### src/dfp_pkg.sv
package dfp_pkg;

  // Scanner modes.
  typedef enum logic [2:0] {
    MODE_IDLE    = 3'd0,
    MODE_HEADER  = 3'd1,
    MODE_START   = 3'd2,
    MODE_TEXT    = 3'd3,
    MODE_INT     = 3'd4,
    MODE_FRAC    = 3'd5,
    MODE_QUOTED  = 3'd6,
    MODE_QCLOSED = 3'd7
  } dfp_mode_t;

  // Field kinds as reported on the result channel.
  typedef enum logic [1:0] {
    KIND_INT  = 2'd0,
    KIND_DEC  = 2'd1,
    KIND_TEXT = 2'd2
  } dfp_kind_t;

  // Configuration register indexes.
  localparam logic [1:0] CFG_SEPARATOR = 2'd0;
  localparam logic [1:0] CFG_DECIMAL   = 2'd1;
  localparam logic [1:0] CFG_SKIP_HDR  = 2'd2;
  localparam logic [1:0] CFG_COLUMNS   = 2'd3;

  localparam logic [7:0] SEPARATOR_RST = 8'd44;
  localparam logic [7:0] DECIMAL_RST   = 8'd46;
  localparam logic [6:0] COLUMNS_RST   = 7'd1;

  localparam logic [7:0] QUOTE_BYTE   = 8'd34;
  localparam logic [7:0] NEWLINE_BYTE = 8'd10;
  localparam logic [7:0] DIGIT_LO     = 8'd48;
  localparam logic [7:0] DIGIT_HI     = 8'd57;

  localparam int KIND_BITS = 3;

  // Per-field attributes that travel with a closed field.
  typedef struct packed {
    dfp_kind_t kind;
    logic      last;
  } dfp_close_t;

  function automatic logic [KIND_BITS-1:0] kind_mask(dfp_kind_t k);
    logic [KIND_BITS-1:0] m;
    case (k)
      KIND_INT:  m = 3'b001;
      KIND_DEC:  m = 3'b010;
      KIND_TEXT: m = 3'b100;
      default:   m = 3'b000;
    endcase
    return m;
  endfunction

endpackage

### src/dfp_col_table.sv
module dfp_col_table #(
  parameter int MAX_COLUMNS = 64,
  parameter int LENGTH_BITS = 16,
  parameter int COL_W       = 6
) (
  input  logic                   clk,
  input  logic                   rst_n,
  input  logic                   ev_valid,
  output logic                   ev_ready,
  input  logic [COL_W-1:0]       ev_col,
  input  logic [LENGTH_BITS-1:0] ev_len,
  input  dfp_pkg::dfp_close_t    ev_info,
  output logic                   out_valid,
  input  logic                   out_ready,
  output logic [5:0]             out_column_index,
  output logic [1:0]             out_field_kind,
  output logic [LENGTH_BITS-1:0] out_field_length,
  output logic [2:0]             out_kinds_seen,
  output logic [LENGTH_BITS-1:0] out_longest_length,
  output logic                   out_final_field
);

  localparam int WORD_W = dfp_pkg::KIND_BITS + LENGTH_BITS;

  logic [WORD_W-1:0] mem [MAX_COLUMNS];
  logic [WORD_W-1:0] rd_data_r;

  logic                   clearing_r, clearing_nxt;
  logic [COL_W-1:0]       clr_idx_r, clr_idx_nxt;

  logic                   s1_valid_r, s1_valid_nxt;
  logic [COL_W-1:0]       s1_col_r;
  logic [LENGTH_BITS-1:0] s1_len_r;
  dfp_pkg::dfp_close_t    s1_info_r;

  logic                   wb_valid_r;
  logic [COL_W-1:0]       wb_col_r;
  logic [WORD_W-1:0]      wb_word_r;

  logic                   out_valid_r, out_valid_nxt;
  logic [5:0]             out_col_r;
  logic [1:0]             out_kind_r;
  logic [LENGTH_BITS-1:0] out_len_r;
  logic [2:0]             out_kinds_r;
  logic [LENGTH_BITS-1:0] out_long_r;
  logic                   out_last_r;

  logic                   s1_adv;
  logic                   s1_fire;
  logic [WORD_W-1:0]      base_word;
  logic [2:0]             new_kinds;
  logic [LENGTH_BITS-1:0] base_long;
  logic [LENGTH_BITS-1:0] new_long;
  logic [WORD_W-1:0]      new_word;
  logic                   wr_en;
  logic [COL_W-1:0]       wr_addr;
  logic [WORD_W-1:0]      wr_data;
  logic [COL_W+5:0]       col_ext;

  assign s1_adv   = !out_valid_r || out_ready;
  assign s1_fire  = s1_valid_r && s1_adv;
  assign ev_ready = !clearing_r && (!s1_valid_r || s1_adv);

  // The write of the previous field is not yet visible to a read issued in the same edge.
  assign base_word = (wb_valid_r && (wb_col_r == s1_col_r)) ? wb_word_r : rd_data_r;
  assign base_long = base_word[LENGTH_BITS-1:0];
  assign new_kinds = base_word[WORD_W-1:LENGTH_BITS] | dfp_pkg::kind_mask(s1_info_r.kind);
  assign new_long  = (base_long < s1_len_r) ? s1_len_r : base_long;
  assign new_word  = {new_kinds, new_long};
  assign col_ext   = {6'b0, s1_col_r};

  always_comb begin
    clearing_nxt = clearing_r;
    clr_idx_nxt  = clr_idx_r;
    if (clearing_r) begin
      clr_idx_nxt = clr_idx_r + COL_W'(1);
      if (clr_idx_r == COL_W'(MAX_COLUMNS - 1)) begin
        clearing_nxt = 1'b0;
      end
    end
    wr_en   = clearing_r || s1_fire;
    wr_addr = clearing_r ? clr_idx_r : s1_col_r;
    wr_data = clearing_r ? '0 : new_word;

    s1_valid_nxt = s1_valid_r;
    if (ev_valid) begin
      s1_valid_nxt = 1'b1;
    end else if (s1_adv) begin
      s1_valid_nxt = 1'b0;
    end

    out_valid_nxt = out_valid_r;
    if (s1_fire) begin
      out_valid_nxt = 1'b1;
    end else if (out_ready) begin
      out_valid_nxt = 1'b0;
    end
  end

  always_ff @(posedge clk) begin
    if (wr_en) begin
      mem[wr_addr] <= wr_data;
    end
    if (ev_valid) begin
      rd_data_r <= mem[ev_col];
    end
  end

  always_ff @(posedge clk) begin
    if (!rst_n) begin
      clearing_r  <= 1'b1;
      clr_idx_r   <= '0;
      s1_valid_r  <= 1'b0;
      wb_valid_r  <= 1'b0;
      out_valid_r <= 1'b0;
    end else begin
      clearing_r  <= clearing_nxt;
      clr_idx_r   <= clr_idx_nxt;
      s1_valid_r  <= s1_valid_nxt;
      out_valid_r <= out_valid_nxt;
      if (s1_fire) begin
        wb_valid_r <= 1'b1;
      end
    end
  end

  always_ff @(posedge clk) begin
    if (ev_valid) begin
      s1_col_r  <= ev_col;
      s1_len_r  <= ev_len;
      s1_info_r <= ev_info;
    end
    if (s1_fire) begin
      wb_col_r    <= s1_col_r;
      wb_word_r   <= new_word;
      out_col_r   <= col_ext[5:0];
      out_kind_r  <= s1_info_r.kind;
      out_len_r   <= s1_len_r;
      out_kinds_r <= new_kinds;
      out_long_r  <= new_long;
      out_last_r  <= s1_info_r.last;
    end
  end

  assign out_valid          = out_valid_r;
  assign out_column_index   = out_col_r;
  assign out_field_kind     = out_kind_r;
  assign out_field_length   = out_len_r;
  assign out_kinds_seen     = out_kinds_r;
  assign out_longest_length = out_long_r;
  assign out_final_field    = out_last_r;

endmodule

### src/delimited_field_type_profiler_core.sv
// Channel  | Handshake              | Beat contents
// ---------+------------------------+-----------------------------------------------
// input    | in_valid / in_ready    | in_data_byte, in_end_of_data
// result   | out_valid / out_ready  | column, kind, length, kinds seen, longest, final
// config   | cfg_wr_en (no wait)    | cfg_index, cfg_wdata
//
// One input beat is taken per cycle while in_ready is high; a field that closes yields its
// result beat after the column table read stage and then the merge into the output register.
// The column table is one memory with a single write port; each closed field does one
// read-modify-write of its column entry, so the table sets the one-beat-per-cycle rate.
// After reset a clearing pass zeroes every table entry, with in_ready low throughout.
// A stalled result beat holds one more closed field in the merge stage; only then does
// in_ready drop.
module delimited_field_type_profiler_core #(
  parameter int MAX_COLUMNS = 64,
  parameter int LENGTH_BITS = 16
) (
  input  logic                   clk,
  input  logic                   rst_n,
  input  logic                   in_valid,
  output logic                   in_ready,
  input  logic [7:0]             in_data_byte,
  input  logic                   in_end_of_data,
  output logic                   out_valid,
  input  logic                   out_ready,
  output logic [5:0]             out_column_index,
  output logic [1:0]             out_field_kind,
  output logic [LENGTH_BITS-1:0] out_field_length,
  output logic [2:0]             out_kinds_seen,
  output logic [LENGTH_BITS-1:0] out_longest_length,
  output logic                   out_final_field,
  input  logic                   cfg_wr_en,
  input  logic [1:0]             cfg_index,
  input  logic [7:0]             cfg_wdata
);

  localparam int COL_W = (MAX_COLUMNS > 1) ? $clog2(MAX_COLUMNS) : 1;
  // Wide enough for the column count register and for one past the last column.
  localparam int CNT_W = (COL_W + 1 > 7) ? COL_W + 1 : 7;

  // Configuration registers.
  logic [7:0] sep_r;
  logic [7:0] dp_r;
  logic       skip_r;
  logic [6:0] ccount_r;

  // Scanner state.
  dfp_pkg::dfp_mode_t     mode_r, mode_nxt, mode_eff;
  logic                   text_r, text_nxt;
  logic [LENGTH_BITS-1:0] len_r, len_nxt;
  logic                   open_r, open_nxt;
  logic [COL_W-1:0]       col_r, col_nxt;

  logic                   in_fire;
  logic                   close;
  logic                   term;
  logic                   term_nl;
  logic                   grow;
  dfp_pkg::dfp_close_t    cl_info;
  logic                   is_quote, is_nl, is_sep, is_dp, is_digit;
  logic [CNT_W-1:0]       col_p1;
  logic [CNT_W-1:0]       cnt_eff;
  logic [COL_W-1:0]       col_adv;

  assign in_fire  = in_valid && in_ready;
  assign is_quote = (in_data_byte == dfp_pkg::QUOTE_BYTE);
  assign is_nl    = (in_data_byte == dfp_pkg::NEWLINE_BYTE);
  assign is_sep   = (in_data_byte == sep_r);
  assign is_dp    = (in_data_byte == dp_r);
  assign is_digit = (in_data_byte >= dfp_pkg::DIGIT_LO) && (in_data_byte <= dfp_pkg::DIGIT_HI);

  // Column advance: wrap at the configured count, clipped to the table depth.
  // A count of zero sends every field to column 0.
  assign col_p1  = CNT_W'(col_r) + CNT_W'(1);
  assign cnt_eff = (CNT_W'(ccount_r) > CNT_W'(MAX_COLUMNS)) ? CNT_W'(MAX_COLUMNS)
                                                           : CNT_W'(ccount_r);
  assign col_adv = (col_p1 >= cnt_eff) ? '0 : col_p1[COL_W-1:0];

  always_comb begin
    mode_eff = mode_r;
    if (mode_r == dfp_pkg::MODE_IDLE) begin
      mode_eff = skip_r ? dfp_pkg::MODE_HEADER : dfp_pkg::MODE_START;
    end
    mode_nxt     = mode_r;
    text_nxt     = text_r;
    len_nxt      = len_r;
    open_nxt     = open_r;
    col_nxt      = col_r;
    close        = 1'b0;
    term         = 1'b0;
    term_nl      = 1'b0;
    grow         = 1'b0;
    cl_info.kind = dfp_pkg::KIND_TEXT;
    cl_info.last = 1'b0;

    if (in_end_of_data) begin
      // End of data closes whatever field is open and rewinds to stream start.
      if (mode_r == dfp_pkg::MODE_INT) begin
        cl_info.kind = text_r ? dfp_pkg::KIND_TEXT : dfp_pkg::KIND_INT;
      end else if (mode_r == dfp_pkg::MODE_FRAC) begin
        cl_info.kind = text_r ? dfp_pkg::KIND_TEXT : dfp_pkg::KIND_DEC;
      end
      cl_info.last = 1'b1;
      close = (mode_r == dfp_pkg::MODE_TEXT) || (mode_r == dfp_pkg::MODE_INT) ||
              (mode_r == dfp_pkg::MODE_FRAC) || (mode_r == dfp_pkg::MODE_QUOTED) ||
              (mode_r == dfp_pkg::MODE_QCLOSED) ||
              ((mode_r == dfp_pkg::MODE_START) && open_r);
      mode_nxt = dfp_pkg::MODE_IDLE;
      open_nxt = 1'b0;
      col_nxt  = '0;
      len_nxt  = '0;
      text_nxt = 1'b0;
    end else begin
      mode_nxt = mode_eff;
      grow     = 1'b1;
      case (mode_eff)
        dfp_pkg::MODE_HEADER: begin
          grow = 1'b0;
          if (is_nl) begin
            mode_nxt = dfp_pkg::MODE_START;
          end
        end
        dfp_pkg::MODE_START, dfp_pkg::MODE_TEXT: begin
          if (is_quote) begin
            mode_nxt = dfp_pkg::MODE_QUOTED;
          end else if (is_nl) begin
            term    = 1'b1;
            term_nl = 1'b1;
          end else if (is_sep) begin
            term = 1'b1;
          end else if ((mode_eff == dfp_pkg::MODE_START) && is_digit) begin
            mode_nxt = dfp_pkg::MODE_INT;
            text_nxt = 1'b0;
          end else begin
            mode_nxt = dfp_pkg::MODE_TEXT;
          end
        end
        dfp_pkg::MODE_INT: begin
          cl_info.kind = text_r ? dfp_pkg::KIND_TEXT : dfp_pkg::KIND_INT;
          if (is_nl) begin
            term    = 1'b1;
            term_nl = 1'b1;
          end else if (is_sep) begin
            term = 1'b1;
          end else if (is_dp) begin
            mode_nxt = dfp_pkg::MODE_FRAC;
            text_nxt = 1'b0;
          end else if (!is_digit) begin
            text_nxt = 1'b1;
          end
        end
        dfp_pkg::MODE_FRAC: begin
          cl_info.kind = text_r ? dfp_pkg::KIND_TEXT : dfp_pkg::KIND_DEC;
          if (is_nl) begin
            term    = 1'b1;
            term_nl = 1'b1;
          end else if (is_sep) begin
            term = 1'b1;
          end else if (!is_digit) begin
            text_nxt = 1'b1;
          end
        end
        dfp_pkg::MODE_QUOTED: begin
          if (is_quote) begin
            mode_nxt = dfp_pkg::MODE_QCLOSED;
          end
        end
        dfp_pkg::MODE_QCLOSED: begin
          if (is_sep) begin
            term = 1'b1;
          end else if (is_nl) begin
            term    = 1'b1;
            term_nl = 1'b1;
          end else if (is_quote) begin
            mode_nxt = dfp_pkg::MODE_QUOTED;
          end
        end
        default: begin
          grow = 1'b0;
        end
      endcase

      if (term) begin
        // A separator leaves an empty field open behind it; a newline does not.
        close    = 1'b1;
        mode_nxt = dfp_pkg::MODE_START;
        open_nxt = !term_nl;
        len_nxt  = '0;
        text_nxt = 1'b0;
        col_nxt  = col_adv;
      end else if (grow) begin
        open_nxt = 1'b1;
        len_nxt  = (len_r == {LENGTH_BITS{1'b1}}) ? len_r : len_r + LENGTH_BITS'(1);
      end
    end
  end

  always_ff @(posedge clk) begin
    if (!rst_n) begin
      sep_r    <= dfp_pkg::SEPARATOR_RST;
      dp_r     <= dfp_pkg::DECIMAL_RST;
      skip_r   <= 1'b1;
      ccount_r <= dfp_pkg::COLUMNS_RST;
    end else if (cfg_wr_en) begin
      case (cfg_index)
        dfp_pkg::CFG_SEPARATOR: sep_r    <= cfg_wdata;
        dfp_pkg::CFG_DECIMAL:   dp_r     <= cfg_wdata;
        dfp_pkg::CFG_SKIP_HDR:  skip_r   <= cfg_wdata[0];
        dfp_pkg::CFG_COLUMNS:   ccount_r <= cfg_wdata[6:0];
        default: begin
        end
      endcase
    end
  end

  always_ff @(posedge clk) begin
    if (!rst_n) begin
      mode_r <= dfp_pkg::MODE_IDLE;
      text_r <= 1'b0;
      len_r  <= '0;
      open_r <= 1'b0;
      col_r  <= '0;
    end else if (in_fire) begin
      mode_r <= mode_nxt;
      text_r <= text_nxt;
      len_r  <= len_nxt;
      open_r <= open_nxt;
      col_r  <= col_nxt;
    end
  end

  // The closing byte itself is not counted, so the event carries the length so far.
  dfp_col_table #(
    .MAX_COLUMNS (MAX_COLUMNS),
    .LENGTH_BITS (LENGTH_BITS),
    .COL_W       (COL_W)
  ) u_table (
    .clk                (clk),
    .rst_n              (rst_n),
    .ev_valid           (in_fire && close),
    .ev_ready           (in_ready),
    .ev_col             (col_r),
    .ev_len             (len_r),
    .ev_info            (cl_info),
    .out_valid          (out_valid),
    .out_ready          (out_ready),
    .out_column_index   (out_column_index),
    .out_field_kind     (out_field_kind),
    .out_field_length   (out_field_length),
    .out_kinds_seen     (out_kinds_seen),
    .out_longest_length (out_longest_length),
    .out_final_field    (out_final_field)
  );

endmodule

### config.mk
export PLATFORM = sky130hd
export DESIGN_NAME = delimited_field_type_profiler_core
export DESIGN_NICKNAME = d
export VERILOG_FILES = /design/src/dfp_pkg.sv /design/src/dfp_col_table.sv /design/src/delimited_field_type_profiler_core.sv
export SDC_FILE = /design/constraint.sdc
export NUM_CORES = 1
export LEC_CHECK = 0
export BUFFER_PORTS_ARGS = -buffer_cell sky130_fd_sc_hd__buf_4
export CELL_PAD_IN_SITES_DETAIL_PLACEMENT = 0
export CELL_PAD_IN_SITES_GLOBAL_PLACEMENT = 1
export CORE_MARGIN = 3
export CORE_UTILIZATION = 35
export DETAILED_ROUTE_END_ITERATION = 16
export PLACE_DENSITY_LB_ADDON = 0.1
export SYNTH_ARGS = -nofsm -noshare
export SYNTH_HDL_FRONTEND = slang
export SYNTH_SLANG_ARGS = --single-unit
### constraint.sdc
create_clock -name clk -period 18.06 [get_ports clk]
set_input_delay 1.806 -clock clk [delete_from_list [all_inputs] [get_ports clk]]
set_output_delay 1.806 -clock clk [all_outputs]
set_load 0.02 [all_outputs]
==> qor.yml <==
run_status:
  status: "finished clean"
logic_synthesis:
  ys_seq_elements: 1365
  synth_area_sq_um: 53400
  netlist.area_leader.share_pct: 73.4
  synth_warnings: 0
  synth_common_cells: "edfxtp_1 (1304), mux4_2 (380), nor2_1 (97)"
  synth_area_per_cell_sq_um: 21.6
  synth.most_common_cell: "edfxtp_1"
  synth_top_cell_by_area: "edfxtp_1"
  ys_seq_area_share_pct: 75.7
  async_reset_ff_share_pct: 0
  synth_area_leaders: "edfxtp_1 (73%), mux4_2 (16%), dfxtp_1 (2.3%)"
  synthFlopType: "edfxtp_1"
  synth_edf_count: 1304
  syn_inst: 2476
  synth_cell_types: 65
  synth_fp_nets: 2525
die:
  start_util_pct: 35.4
  coreArea_sq_um: 151000
  die_x_um: 396
  rows: 142
  die_h_um: 396
  die_area_sq_um: 157000
  pin_count: 70
pwr:
  p_sw_share_pct: 19.8
  power.internal_mw: 5.13
  power.total_mw: 6.40
  power_leakage_nw: 18.9
  comb_power_share_pct: 1.2
  peakVddDrop_mv: 0.0905
  cellPowerDensity_nw_per_um2: 104
  power.share.clock_pct: 45.0
  power.share.sequential_pct: 53.7
  switching_power_mw: 1.27
sta:
  finalCritPeriodShare_pct: 31.8
  setup_viol: 0
  fin_skew_ps: 21.5
  fin_setup_tns_ps: 0
  fin_crit_ps: 5740
  rsz0062_at_grt: "no"
  finalMaxSlewViolations: 0
  max_freq_mhz: 174
  hold_viol: 0
  tightest_slew_ps: 1260
  max-slew-margin-rel_pct: 15.6
setup_path:
  path_cells: "xnor2_1 -> nand4_1 -> nor2_2 -> mux2_2 -> ha_1 -> nand3_1 -> a31oi_1 -> a211o_1 -> a21oi_1 -> or2_2 -> buf_4 -> a211oi_4 -> buf_4"
  crit_path_end_kind: "flop"
  critical_path.top_delay_family: "simple AND/OR/NAND/NOR gates"
  cp_num_buf_inv: 2
  cp.arrival_ps: 6270
  startpoint_type: "flop"
  critPathMaxFanout: 33
  crit_slowest_cell: "a211oi_4"
  crit_top_cell: "buf_4"
  r2r_slack_ps: 12320
  required_ps: 18590
  crit_type: "flop to flop"
  critPathMaxStageDelay_ps: 1090
cts:
  cts_tree: "done"
  postCtsResizedCells: 0
  clkSinkCount: 1365
  cts.htree.levels: 4
  cts-root-buf: "clkbuf_16"
  post_cts_buffers: 0
  clock_path_buffers: 3
  path_clk_slew_ps: 60
  cts_buffers: 149
  insertion_delay_ps: 760
  postCtsHoldBufs: 0
routing:
  routed_wire_length_per_instance_um: 30.7
  ant_nets: 0
  vias: 25700
  drt_pass1_iterations: 5
  drtIter0Drc: 2449
  vias_per_cell: 5.39
  finalWirelength_um: 146000
  drc: 0
cells_and_area:
  drive_above_1_share_pct: 29.9
  nets: 2686
  area.growth.synth_to_final_pct: 15.3
  fin_cells: 4771
  design_area_sq_um: 61600
global_routing:
  grt_pass1_wl_um: 207000
  antenna_found_initial: 3
  grt_overflow_total: 0
  grt_max_degree: 94
  grt_pass1_vias: 26900
  grt_usage_pct: 18.8
worst_hold_path:
  hold_path_class: "flop to flop"
placement:
  numPortBuffers: 69
  gp_congestion: 0.794
  place_area_sq_um: 57000
  dp.cells: 4502
  dp_hpwl_um: 80000
flow_run:
  drv_cap: 0
-- final timing paths --
path / start / to / cells past startpoint
max: u_table.s1_col_r[3] / u_table.mem[15][2] / 13
min: u_table.s1_info_r[0] / u_table.out_final_field / 0
min reg2reg: u_table.s1_info_r[0] / u_table.out_final_field / 0
max reg2reg: u_table.s1_col_r[3] / u_table.mem[15][2] / 13
-- cell type report --
type	instances	area, sq um
antenna	6	15.0
tap	2016	2520
multi-input combinational	952	12900
fill	13300	89100
inverter	42	163
sequential	1365	40400
clock buffer	199	4150
timing repair buffer	127	1000
clock inverter	64	419
-- placed cells by master (no fill, tap or decap), drive strengths merged, types with 6 or more instances in the layout --
master and n:
edfxtp 1304, mux4 380, clkbuf 199, buf 127, nor2 97, nand2 76
dfxtp 61, clkinv 55, inv 45, a22oi 39, xnor2 32, nand3 31
mux2i 28, a21oi 26, ha 25, nor3 24, nand4 22, nor2b 21
o21ai 21, mux2 18, a211oi 18, xor2 10, and2 9, nand2b 7
diode 6
-- cells by family after synthesis --
family | share of synthesized area (%)
fa+ha+maj | 0.586
compound gates | 1.96
mux | 16.9
xor+xnor | 0.689
simple gates | 2.75
flops | 75.7
buf+inv | 1.42
-- power groups by stage --
stage               clock network [mW]  logic, mW  registers [mW]
floorplan                            0     0.0404            3.50
global placement                     0     0.0798            3.51
detailed placement                   0     0.0802            3.51
CTS                               2.96     0.0806            3.44
global route                      3.08     0.0844            3.44
finish                            2.88     0.0788            3.44
-- metrics by stage --
stage | util [%] | hold WS, ps | setup slack, ps
floorplan | - | 400 | 11350
global placement | 37.8 | 410 | 12660
detailed placement | 37.8 | 426 | 12420
CTS | 40.8 | 439 | 12380
global route | 40.8 | 446 | 11930
finish | 40.9 | 439 | 12320
-- flip-flops by register name (all words and copies together), names as in the netlist, 6 cells and up --
register / cells
ccount_r: 7
u_table.rd_data_r: 19
u_table.clr_idx_r: 6
dp_r: 8
u_table.out_field_length: 16
u_table.mem: 1216
u_table.wb_col_r: 6
sep_r: 8
u_table.out_longest_length: 15
u_table.s1_len_r: 16
len_r: 16
col_r: 6
u_table.s1_col_r: 6
-- metal layers --
layer	GRT usage, %	vias to the layer above	part of all wire [%]
met5	0	-	0
met4	4.53	0	1.9
met3	3.32	182	4.8
met2	30.4	717	48
met1	26.4	14100	45
li1	-	10700	-
No activity file was read; power rests on OpenSTA's default activity.
